**config.mk**
```make
export PLATFORM = sky130hd
export DESIGN_NAME = interrupt_controller_8259
export DESIGN_NICKNAME = d
export VERILOG_FILES = /design/src/rtl/core/pic8259_pkg.sv /design/src/rtl/core/pic8259_lowbit.sv /design/src/rtl/core/interrupt_controller_8259.sv
export SDC_FILE = /design/constraint.sdc
export NUM_CORES = 1
export LEC_CHECK = 0
export ABC_AREA = 0
export BUFFER_PORTS_ARGS = -buffer_cell sky130_fd_sc_hd__buf_2
export CORE_UTILIZATION = 30
export CTS_CLUSTER_SIZE = 25
export DETAILED_ROUTE_END_ITERATION = 7
export PLACE_DENSITY = 0.46
export SYNTH_ARGS = -nofsm -noshare
export SYNTH_HDL_FRONTEND = slang
export SYNTH_SLANG_ARGS = --single-unit
```
**constraint.sdc**
```tcl
create_clock -name i_clk -period 7.5 [get_ports i_clk]
set_clock_uncertainty 0.2 [all_clocks]
set_input_delay 0.75 -clock i_clk [delete_from_list [all_inputs] [get_ports i_clk]]
set_output_delay 0.75 -clock i_clk [all_outputs]
set_load 0.01 [all_outputs]
```
**src/rtl/core/pic8259_pkg.sv**
```systemverilog
`default_nettype none

package pic8259_pkg;

    localparam int C_NUM_LINES   = 8;
    localparam int C_INIT_WORDS  = 5;
    localparam int C_LINE_W      = $clog2(C_NUM_LINES);
    localparam int C_STEP_W      = 3;

    // Command byte decode
    localparam int          C_ICW1_BIT  = 4;
    localparam int          C_EOI_BIT   = 5;
    localparam int          C_RR_BIT    = 1;
    localparam logic [7:0]  C_OCW3_MASK = 8'h98;
    localparam logic [7:0]  C_OCW3_CODE = 8'h08;

    // Init word bits
    localparam int C_SNGL_BIT = 1;
    localparam int C_AEOI_BIT = 1;

    // Init word slots with a fixed meaning
    localparam logic [C_STEP_W-1:0] C_STEP_ICW1 = 3'd1;
    localparam logic [C_STEP_W-1:0] C_STEP_ICW2 = 3'd2;
    localparam logic [C_STEP_W-1:0] C_STEP_ICW3 = 3'd3;
    localparam logic [C_STEP_W-1:0] C_STEP_ICW4 = 3'd4;
    localparam logic [C_STEP_W-1:0] C_STEP_DONE = 3'd5;

    typedef enum logic [1:0] {
        MODE_READ  = 2'd0,
        MODE_WRITE = 2'd1,
        MODE_RAISE = 2'd2,
        MODE_ACK   = 2'd3
    } t_mode;

    typedef struct packed {
        logic                   found;
        logic [C_LINE_W-1:0]    index;
        logic [C_NUM_LINES-1:0] onehot;
    } t_lowbit;

endpackage

`default_nettype wire

```
**src/rtl/core/pic8259_lowbit.sv**
```systemverilog
`default_nettype none

// Find the lowest set bit of a line vector.
module pic8259_lowbit (
    input  wire logic [pic8259_pkg::C_NUM_LINES-1:0] i_bits,
    output pic8259_pkg::t_lowbit                     o_low
);

    always_comb begin
        o_low = '0;
        for (int k = pic8259_pkg::C_NUM_LINES - 1; k >= 0; k--) begin
            if (i_bits[k]) begin
                o_low.found  = 1'b1;
                o_low.index  = pic8259_pkg::C_LINE_W'(k);
                o_low.onehot = pic8259_pkg::C_NUM_LINES'(1) << k;
            end
        end
    end

endmodule

`default_nettype wire

```
**src/rtl/core/interrupt_controller_8259.sv**
```systemverilog
`default_nettype none

// Simplified single 8259-style interrupt controller. Each input beat is a
// port read, a port write, an IRQ raise or an interrupt acknowledge, and each
// beat yields exactly one result beat (read_byte, vector_valid, vector). A
// beat is captured in an input register, executed against the controller
// state, and its result lands in an output register, so the block sustains
// one beat per clock while the output is not stalled. The input stalls only
// while the input register holds a beat and the output register is full and
// stalled. Port 0 reads return request or in-service bits (OCW3 with RR
// selects in-service, sticky until reset); port 1 reads return the mask. A
// port 0 write with bit 4 starts initialization and clears the mask; bit 5
// ends service of the lowest in-service line. Port 1 writes fill ICW words
// (ICW3 skipped when SNGL is set), then load the mask. Acknowledge grants
// the lowest requested, unmasked, not-in-service line and returns ICW2 plus
// the line number; auto-EOI leaves the in-service bit clear. There is no
// cascading and no blocking by lines already in service.
module interrupt_controller_8259 (
    input  wire logic       i_clk,
    input  wire logic       i_rst_n,

    input  wire logic       i_in_valid,
    output logic            o_in_stall,
    input  wire logic [1:0] i_mode,
    input  wire logic       i_port_select,
    input  wire logic [7:0] i_write_byte,
    input  wire logic [2:0] i_irq_line,

    output logic            o_out_valid,
    input  wire logic       i_out_stall,
    output logic [7:0]      o_read_byte,
    output logic            o_vector_valid,
    output logic [8:0]      o_vector
);

    localparam int NL = pic8259_pkg::C_NUM_LINES;
    localparam int SW = pic8259_pkg::C_STEP_W;

    // Input register
    logic                   r_in_valid;
    pic8259_pkg::t_mode     r_mode;
    logic                   r_port;
    logic [7:0]             r_byte;
    logic [2:0]             r_line;

    // Controller state
    logic [NL-1:0]          r_mask,    n_mask;
    logic [NL-1:0]          r_req,     n_req;
    logic [NL-1:0]          r_isr,     n_isr;
    logic [SW-1:0]          r_step,    n_step;
    logic                   r_rd_isr,  n_rd_isr;
    logic [7:0]             r_words [pic8259_pkg::C_INIT_WORDS];
    logic                   n_word_we;
    logic [SW-1:0]          n_word_idx;

    // Result register
    logic                   r_out_valid;
    logic [7:0]             r_rd,      n_rd;
    logic                   r_vvalid,  n_vvalid;
    logic [8:0]             r_vec,     n_vec;

    logic                   advance;
    logic [SW-1:0]          step_eff;

    pic8259_pkg::t_lowbit   isr_low;
    pic8259_pkg::t_lowbit   grant;

    // Advance the executing beat when the result register can take it.
    assign advance    = r_in_valid && (!r_out_valid || !i_out_stall);
    assign o_in_stall = r_in_valid && !advance;

    pic8259_lowbit u_eoi_find (
        .i_bits (r_isr),
        .o_low  (isr_low)
    );

    pic8259_lowbit u_grant_find (
        .i_bits (r_req & ~r_mask & ~r_isr),
        .o_low  (grant)
    );

    // Skip ICW3 in single mode.
    assign step_eff = (r_step == pic8259_pkg::C_STEP_ICW3 &&
                       r_words[pic8259_pkg::C_STEP_ICW1][pic8259_pkg::C_SNGL_BIT])
                      ? pic8259_pkg::C_STEP_ICW4 : r_step;

    always_comb begin
        n_mask     = r_mask;
        n_req      = r_req;
        n_isr      = r_isr;
        n_step     = r_step;
        n_rd_isr   = r_rd_isr;
        n_word_we  = 1'b0;
        n_word_idx = step_eff;
        n_rd       = '0;
        n_vvalid   = 1'b0;
        n_vec      = '0;

        unique case (r_mode)
            pic8259_pkg::MODE_READ: begin
                if (!r_port) begin
                    n_rd = r_rd_isr ? r_isr : r_req;
                end else begin
                    n_rd = r_mask;
                end
            end
            pic8259_pkg::MODE_WRITE: begin
                if (!r_port) begin
                    if (r_byte[pic8259_pkg::C_ICW1_BIT]) begin
                        // ICW1: restart init, drop the mask
                        n_mask     = '0;
                        n_word_we  = 1'b1;
                        n_word_idx = pic8259_pkg::C_STEP_ICW1;
                        n_step     = pic8259_pkg::C_STEP_ICW2;
                    end else begin
                        if ((r_byte & pic8259_pkg::C_OCW3_MASK) == pic8259_pkg::C_OCW3_CODE &&
                            r_byte[pic8259_pkg::C_RR_BIT]) begin
                            n_rd_isr = 1'b1;
                        end
                        if (r_byte[pic8259_pkg::C_EOI_BIT]) begin
                            n_isr = r_isr & ~isr_low.onehot;
                        end
                    end
                end else begin
                    if (step_eff < pic8259_pkg::C_STEP_DONE) begin
                        n_word_we = 1'b1;
                        n_step    = step_eff + SW'(1);
                    end else begin
                        n_mask = r_byte;
                    end
                end
            end
            pic8259_pkg::MODE_RAISE: begin
                n_req = r_req | (NL'(1) << r_line);
            end
            pic8259_pkg::MODE_ACK: begin
                if (grant.found) begin
                    n_req    = r_req & ~grant.onehot;
                    if (!r_words[pic8259_pkg::C_STEP_ICW4][pic8259_pkg::C_AEOI_BIT]) begin
                        n_isr = r_isr | grant.onehot;
                    end
                    n_vvalid = 1'b1;
                    n_vec    = {1'b0, r_words[pic8259_pkg::C_STEP_ICW2]} + 9'(grant.index);
                end
            end
            default: begin
            end
        endcase
    end

    // Input register: load when empty or when its beat advances.
    always_ff @(posedge i_clk) begin
        if (!i_rst_n) begin
            r_in_valid <= 1'b0;
        end else if (!o_in_stall) begin
            r_in_valid <= i_in_valid;
        end
        if (!o_in_stall && i_in_valid) begin
            r_mode <= pic8259_pkg::t_mode'(i_mode);
            r_port <= i_port_select;
            r_byte <= i_write_byte;
            r_line <= i_irq_line;
        end
    end

    // State updates commit only with an advancing beat.
    always_ff @(posedge i_clk) begin
        if (!i_rst_n) begin
            r_mask   <= '0;
            r_req    <= '0;
            r_isr    <= '0;
            r_step   <= '0;
            r_rd_isr <= 1'b0;
            for (int k = 0; k < pic8259_pkg::C_INIT_WORDS; k++) begin
                r_words[k] <= '0;
            end
        end else if (advance) begin
            r_mask   <= n_mask;
            r_req    <= n_req;
            r_isr    <= n_isr;
            r_step   <= n_step;
            r_rd_isr <= n_rd_isr;
            if (n_word_we) begin
                r_words[n_word_idx] <= r_byte;
            end
        end
    end

    // Result register: hold while stalled.
    always_ff @(posedge i_clk) begin
        if (!i_rst_n) begin
            r_out_valid <= 1'b0;
        end else if (!r_out_valid || !i_out_stall) begin
            r_out_valid <= r_in_valid;
        end
        if (advance) begin
            r_rd     <= n_rd;
            r_vvalid <= n_vvalid;
            r_vec    <= n_vec;
        end
    end

    assign o_out_valid    = r_out_valid;
    assign o_read_byte    = r_rd;
    assign o_vector_valid = r_vvalid;
    assign o_vector       = r_vec;

    // Init step never runs past the mask phase.
    a_step_range: assert property (@(posedge i_clk) disable iff (!i_rst_n)
        r_step <= pic8259_pkg::C_STEP_DONE)
        else $error("init step out of range");

    // Input stalls only behind a full, stalled result register.
    a_stall_cause: assert property (@(posedge i_clk) disable iff (!i_rst_n)
        o_in_stall |-> (r_out_valid && i_out_stall && r_in_valid))
        else $error("input stalled without backpressure");

    // A granted vector never comes with read data.
    a_vec_no_read: assert property (@(posedge i_clk) disable iff (!i_rst_n)
        (o_out_valid && o_vector_valid) |-> (o_read_byte == 8'd0))
        else $error("vector beat carries read data");

    // An acknowledge leaves the granted line no longer requested.
    a_grant_clears: assert property (@(posedge i_clk) disable iff (!i_rst_n)
        (advance && r_mode == pic8259_pkg::MODE_ACK && grant.found)
        |=> ((r_req & $past(grant.onehot)) == '0))
        else $error("granted request still pending");

endmodule

`default_nettype wire
```
==> results of run 1 <==
-- state kept, by name, summed over array words and instances, names as in the netlist --
name / count
r_words: 10
o_vector: 9
o_read_byte: 8
r_byte: 8
r_isr: 8
r_mask: 8
r_req: 8
r_line: 3
r_step: 3
r_mode: 2
o_out_valid: 1
o_vector_valid: 1
r_in_valid: 1
r_port: 1
r_rd_isr: 1
-- layout by cell type, fill, tap and decap left out, types with 2 or more instances in the layout --
cell and count:
nor2_1 46, edfxtp_1 42, buf_2 37, a21oi_1 30
dfxtp_1 30, nand2_1 19, nand3_1 14, nor3_1 14
o21ai_0 13, and2_1 9, clkbuf_16 9, nand2b_1 8
a31oi_1 8, nor2b_1 8, nor3b_1 7, mux2i_1 7
inv_1 5, nand4_1 4, nor3_2 4, xnor2_1 4
ha_1 4, or3b_2 3, nor3b_2 3, clkinv_4 3
a211oi_1 3, a21o_1 3, nor4_4 2, or2_2 2
or3_1 2, o21a_1 2, o211ai_1 2, clkinvlp_4 2
clkinv_2 2, buf_4 2
-- area by class of cell --
cell class,count,area share
sequential,72,0.4526
multi-input combinational,244,0.3753
clock buffer,9,0.05474
inverter,7,0.007603
tap,143,0.04349
clock inverter,7,0.01764
timing repair buffer,39,0.04866
-- layer usage --
layer,up-vias,GRT usage,wire [microns]
met3,12,0.03762,371
li1,1305,-,-
met4,0,0.05451,131
met2,62,0.2299,3601
met5,-,0,0
met1,1214,0.1930,3869
-- per-stage QoR --
stage / setup WS, ps / util / hold slack [ps] / power [uW]
final: 4605 / 0.3603 / 287.5 / 910.3
after global routing: 4398 / 0.3603 / 334.2 / 943.4
after CTS: 4615 / 0.3603 / 288.4 / 922.1
after detailed placement: 4538 / 0.3342 / 282.0 / 497.1
after global placement: 4588 / 0.3342 / 279.7 / 496.7
after floorplan: 4938 / - / 251.4 / 476.6
-- where the power goes --
part | internal (uW) | leakage, uW | switching, uW
clock | 257 | 0.000141 | 166
combinational | 16.7 | 0.000643 | 29.0
sequential | 431 | 0.000650 | 11.5
-- cells by family (layout without fill, tap and decap cells) --
group | after synthesis | count (layout)
AND/OR/NAND/NOR | 156 | 156
AO/OA/AOI/OAI | 71 | 71
buffers and inverters | 20 | 62
adder cells (fa/ha/maj) | 5 | 5
multiplexers | 7 | 7
XOR/XNOR | 5 | 5
flip-flops | 72 | 72
-- worst paths after layout --
kind / slack, ps / endpoint / depth (start not counted)
setup / recovery: 4600 / o_vector[6] / 11
hold / removal: 290 / o_out_valid / 2
setup reg to reg: 4600 / o_vector[6] / 11
hold reg to reg: 290 / o_out_valid / 2
-- worst register-to-register path, delay by kind of cell, from the launching register on --
family,cells,cell delay [ps]
flip-flops,1,360
adder cells (fa/ha/maj),2,640
XOR/XNOR,1,130
AO/OA/AOI/OAI,3,550
AND/OR/NAND/NOR,5,760
==> results by group, run 1 <==
Timing
  – Final Setup Violations: 0
  – Max Freq: 345.4 MHz
  – RSZ-0062 raised after global routing: no
  – Final min period: 2895 ps
  – Fin. max-slew vios: 0
  – Slew margin rel.: 0.2963
  – Worst-Margin Slew: 1045 ps
  – Final Hold Viols: 0
  – Setup TNS: 0 ps
  – Period Utilization, post-route: 0.3860

Clock tree
  – CTS Hold Buffers Added: 0
  – H-tree Lvls: 3
  – CTS Buffer Depth: 2
  – TritonCTS Sinks: 72
  – Clock Latency Late Sink: around 330 ps
  – Reg clk slew, reported paths: 60 ps
  – Post-CTS Resized: 0
  – Post-CTS Setup Repair Bufs: 0
  – CTS Buf Count: 9
  – CTS Root Cell: clkbuf_16
  – CTS tree: yes

Synthesis
  – Yosys warnings: 0
  – Post-synth cell types: 57
  – Share of the synthesized area in the top cell type: 0.3596
  – Most common cell in the netlist: nor2_1
  – Top_reg_cell synth: edfxtp_1
  – Xor and xnor area share after synthesis: 0.01249
  – Most common library cells after synthesis: nor2_1, edfxtp_1, a21oi_1, dfxtp_1, nand2_1
  – Synth top area cells: edfxtp_1, dfxtp_1, nor2_1, a21oi_1, nand2_1
  – Cells after Synth: between 300 and 400
  – Post-synth EDFFs: 42
  – Asr flop ratio synth: 0
  – Synth Area in Simple Gates: 0.2597
  – Sequential fraction of the synthesis area: 0.5309
  – Synth Net Count: between 300 and 400
  – Adder-cell share of the synthesized area: 0.01998
  – Synth Area in Compound Gates: 0.1281
  – Synthesized area: 3507 sq um
  – Largest area contributor in the netlist: edfxtp_1
  – Syn avg cell area: 10.44 sq um
  – #FFs+latches synth: just over 70
  – Mux share of post-synthesis cell area: 0.01998
  – Largest family of logic cells by synthesized area: simple AND/OR/NAND/NOR gates

Route
  – Initial DRC Count: 89
  – Avg Vias per Cell: 4.977
  – Antenna Nets Post-Route: 0
  – Initial DRT Pass Iterations: 6
  – Drt wl/cell: 15.30 microns
  – Drt drc: 2
  – Via Count: 2,593
  – Final WL: 7973 microns

Final layout
  – Storage cell area: 1862 sq um
  – Design area: 4114 sq um
  – Antenna diode count: 0
  – Synth-to-layout area growth: 17.30%
  – Area occupied by multi-input gates: 1544 sq um
  – Fill count: 1,153
  – Final Non-Filler Cells: 521
  – Share of cells above drive strength 1: 0.2143
  – Nets: 396

Floorplanning
  – Core area: 11,420 sq um
  – Die width: 110.1 microns
  – Die Area: 12,130 sq um
  – I/O Pins: 38
  – Std cell rows: 39
  – Initial Utilization: 0.3071
  – Chip height: 110.1 microns

Setup path
  – Crit path launch: r_req[6]
  – Worst path top cell family by delay: simple AND/OR/NAND/NOR gates
  – Worst setup SP type: flop
  – Buf/Inv on CP: 0
  – Worst EP required: around 7400 ps
  – Worst EP arrival: 2770 ps
  – FF-to-FF Start: r_req[6]
  – CP max stage delay: 410 ps
  – Setup Crit Path Kind: reg2reg
  – CP max stage cell: fa_1
  – Crit-path cells: or3b_1 -> nand2_1 -> nand2b_1 -> a21oi_1 -> o22ai_1 -> ha_1 -> fa_1 -> a21oi_1 -> nor2_1 -> xnor2_1 -> nor2_1
  – Crit Path Max Fanout: 4
  – Setup crit end kind: flop

Power
  – Leak Pwr: ~0.0014 uW
  – VDD IR max: about 120 uV
  – PwrDens: 221.3 nW/um^2

Global route
  – Initial antenna violation count: 0
  – Tot GR Track Use: 0.1462
  – Vias in the first global route: ~2,400
  – Total gr overflow: 0
  – Largest net degree at the start of global routing: 32
  – First-pass GRT wire length: between 10,000 and 15,000 microns

Min path
  – Hold/Removal Path Class: reg2reg
  – HP Start: r_in_valid

Place
  – GP Congestion: 0.8575
  – Port Buffers: 37
  – Post-DP HPWL: 5732 microns
  – Area of placed instances: approximately 3800 sq um
  – Dpl cells: ~510

Job
  – MaxCap Viol Count: 0

Status
  – Outcome: finished, violations left
  – Failing checks: design-rule violations
(Power assumes the default switching activity.)
==> run 2: changes to the inputs <==
Clock period 7.5 ns to 2.96 ns, I/O delays scaled along.
==> results by group, run 2 (same netlist as run 1, synthesis figures left out) <==
Route
  – Via Count: 2,708 (was 2,593)
  – Drt drc: 0 (was 2)
  – Final WL: 8487 microns (was 7973 microns)
  – Antenna Nets Post-Route: 0 (unchanged)
  – Avg Vias per Cell: 4.960 (was 4.977)
  – Drt wl/cell: 15.54 microns (was 15.30 microns)
  – Initial DRC Count: 126 (was 89)
  – Initial DRT Pass Iterations: 4 (was 6)

Clock tree
  – CTS Buffer Depth: 2 (unchanged)
  – CTS Root Cell: clkbuf_16 (unchanged)
  – CTS Buf Count: 9 (unchanged)
  – TritonCTS Sinks: 72 (unchanged)
  – Post-CTS Setup Repair Bufs: 0 (unchanged)
  – Reg clk slew, reported paths: 60 ps (about the same)
  – CTS tree: yes (unchanged)
  – Clock Latency Late Sink: 340 ps (was 330 ps)
  – H-tree Lvls: 3 (unchanged)

Power
  – PwrDens: 552.8 nW/um^2 (was 221.3 nW/um^2)
  – VDD IR max: 424.6 uV (was 117.6 uV)
  – Leak Pwr: 0.001569 uW (was 0.001434 uW)

Place
  – Post-DP HPWL: 6172 microns (was 5732 microns)
  – GP Congestion: 0.8549 (was 0.8575)
  – Area of placed instances: 3891 sq um (was 3816 sq um)
  – Port Buffers: 37 (unchanged)

Setup path
  – Worst EP required: 2840 ps (was 7370 ps)
  – Most Frequent Cell on Critical Path: nor2_1
  – Setup Crit Path Kind: reg2reg (unchanged)
  – Setup crit end kind: flop (unchanged)
  – R2R Path End: o_vector[6] (unchanged)
  – Crit path launch: r_req[6] (unchanged)
  – Crit path to: o_vector[6] (unchanged)
  – Reg2Reg Depth: 11 (unchanged)
  – Reg-to-reg setup timing slack: 200 ps (was 4600 ps)
  – Worst path depth: 11 (unchanged)
  – Crit Path Max Fanout: 4 (unchanged)
  – Worst setup SP type: flop (unchanged)
  – FF-to-FF Start: r_req[6] (unchanged)
  – CP max stage delay: 420 ps (was 410 ps)
  – CP max stage cell: fa_1 (unchanged)
  – Worst EP arrival: 2640 ps (was 2770 ps)
  – Buf/Inv on CP: 0 (unchanged)
  – Crit-path cells: or3b_1 -> nand2_1 -> nand2b_1 -> a21oi_1 -> o22ai_1 -> ha_1 -> fa_1 -> a21oi_2 -> nor2_1 -> xnor2_1 -> nor2_1 (was or3b_1 -> nand2_1 -> nand2b_1 -> a21oi_1 -> o22ai_1 -> ha_1 -> fa_1 -> a21oi_1 -> nor2_1 -> xnor2_1 -> nor2_1)
  – Worst path top cell family by delay: simple AND/OR/NAND/NOR gates (unchanged)

Min path
  – HP Start: i_out_stall (was r_in_valid)
  – Hold/Removal Path Class: in2reg (was reg2reg)
  – WHS Path Cells: 3 (was 2)

Final layout
  – Nets: 421 (was 396)
  – Commonest cells after routing, fill and taps aside: nor2_1, edfxtp_1, buf_2 (unchanged)
  – Share of cells above drive strength 1: 0.2308 (was 0.2143)
  – Utilization after layout: 0.3828 (was 0.3603)
  – Antenna diode count: 0 (unchanged)
  – Synth-to-layout area growth: 24.62% (was 17.30%)
  – Max reg flops: 10 (unchanged)
  – Most common cell after layout, fill and taps aside: nor2_1 (unchanged)
  – Most flop-heavy register: r_words (unchanged)
  – Design area: 4370 sq um (was 4114 sq um)

Floorplanning
  – Die Area: 12,130 sq um (unchanged)
  – Chip height: 110.1 microns (unchanged)
  – Std cell rows: 39 (unchanged)
  – Die width: 110.1 microns (unchanged)
  – I/O Pins: 38 (unchanged)
  – Core area: 11,420 sq um (unchanged)
  – Initial Utilization: 0.3071 (unchanged)

Timing
  – RSZ-0062 raised after global routing: no (unchanged)
  – Final min period: 2757 ps (was 2895 ps)
  – Setup TNS: 0 ps (unchanged)
  – Worst-Margin Slew: 628.6 ps (was 1045 ps)
  – Fin. max-slew vios: 0 (unchanged)
  – Final Setup Violations: 0 (unchanged)
  – Final Hold Viols: 0 (unchanged)
  – Slew margin rel.: 0.5804 (was 0.2963)
  – Period Utilization, post-route: 0.9315 (was 0.3860)
  – Max Freq: 362.7 MHz (was 345.4 MHz)

Global route
  – Tot GR Track Use: 0.1539 (was 0.1462)
  – Total gr overflow: 0 (unchanged)
  – Largest net degree at the start of global routing: 25 (was 32)
  – First-pass GRT wire length: 13,610 microns (was 13,010 microns)
  – Vias in the first global route: 2,586 (was 2,414)
  – Initial antenna violation count: 0 (unchanged)

Job
  – MaxCap Viol Count: 0 (unchanged)

Status
  – Outcome: complete, no violations (was finished, violations left)
## run 2: power by group
part | switching (uW) | total (uW) | internal, uW
logic | 76.0 | 135 | 58.5
registers | 30.7 | 1120 | 1090
clock network | 422 | 1160 | 738
total | 528 | 2420 | 1890
## run 2: through the flow
step                total power (uW)  hold slack (ps)  worst slack [ps]  cells
floorplan                       1207            194.9             398.3    336
global placement                1263            273.1             198.2    515
detailed placement              1264            274.2             179.3    515
CTS                             2447            38.65             165.3    546
global route                    2500            82.16             19.32    546
finish                          2416            42.75             202.8    546
## run 2: how the worst min path moves through the flow
stage | end | slack, ps
global placement | r_byte[2] | 270
CTS | o_out_valid | 40
global route | o_out_valid | 80
floorplan | r_byte[0] | 190
detailed placement | r_byte[3] | 270
finish | o_out_valid | 40
## run 2: what timing repair did
action | CTS | global route
endpoints found under the setup margin | 0 | 2
hold buffers | 15 | 0
endpoints found under the hold margin | 15 | 0
resized for setup | 0 | 2
## run 2: layer usage
metal / wire, microns / track usage / vias up
li1: - / - / 1351
met1: 3982 / 0.1936 / 1270
met2: 3951 / 0.2464 / 78
met3: 438 / 0.05409 / 9
met4: 113 / 0.04981 / 0
met5: 0 / 0 / -
## run 2: cell type report
cell class	instances	area, sq um
Tap cell	143	178.9
Clock buffer	9	225.2
Fill cell	1148	7048
Sequential cell	72	1862
Inverter	7	31.28
Timing Repair Buffer	64	425.4
Multi-Input combinational cell	244	1553
Clock inverter	7	95.09
## run 2: worst reg2reg max path, cell delays in order (launching register included)
cell and delay (ps):
dfxtp_1 370, or3b_1 400, nand2_1 130, nand2b_1 70, a21oi_1 180, o22ai_1 100
ha_1 220, fa_1 420, a21oi_2 170, nor2_1 80, xnor2_1 130, nor2_1 50
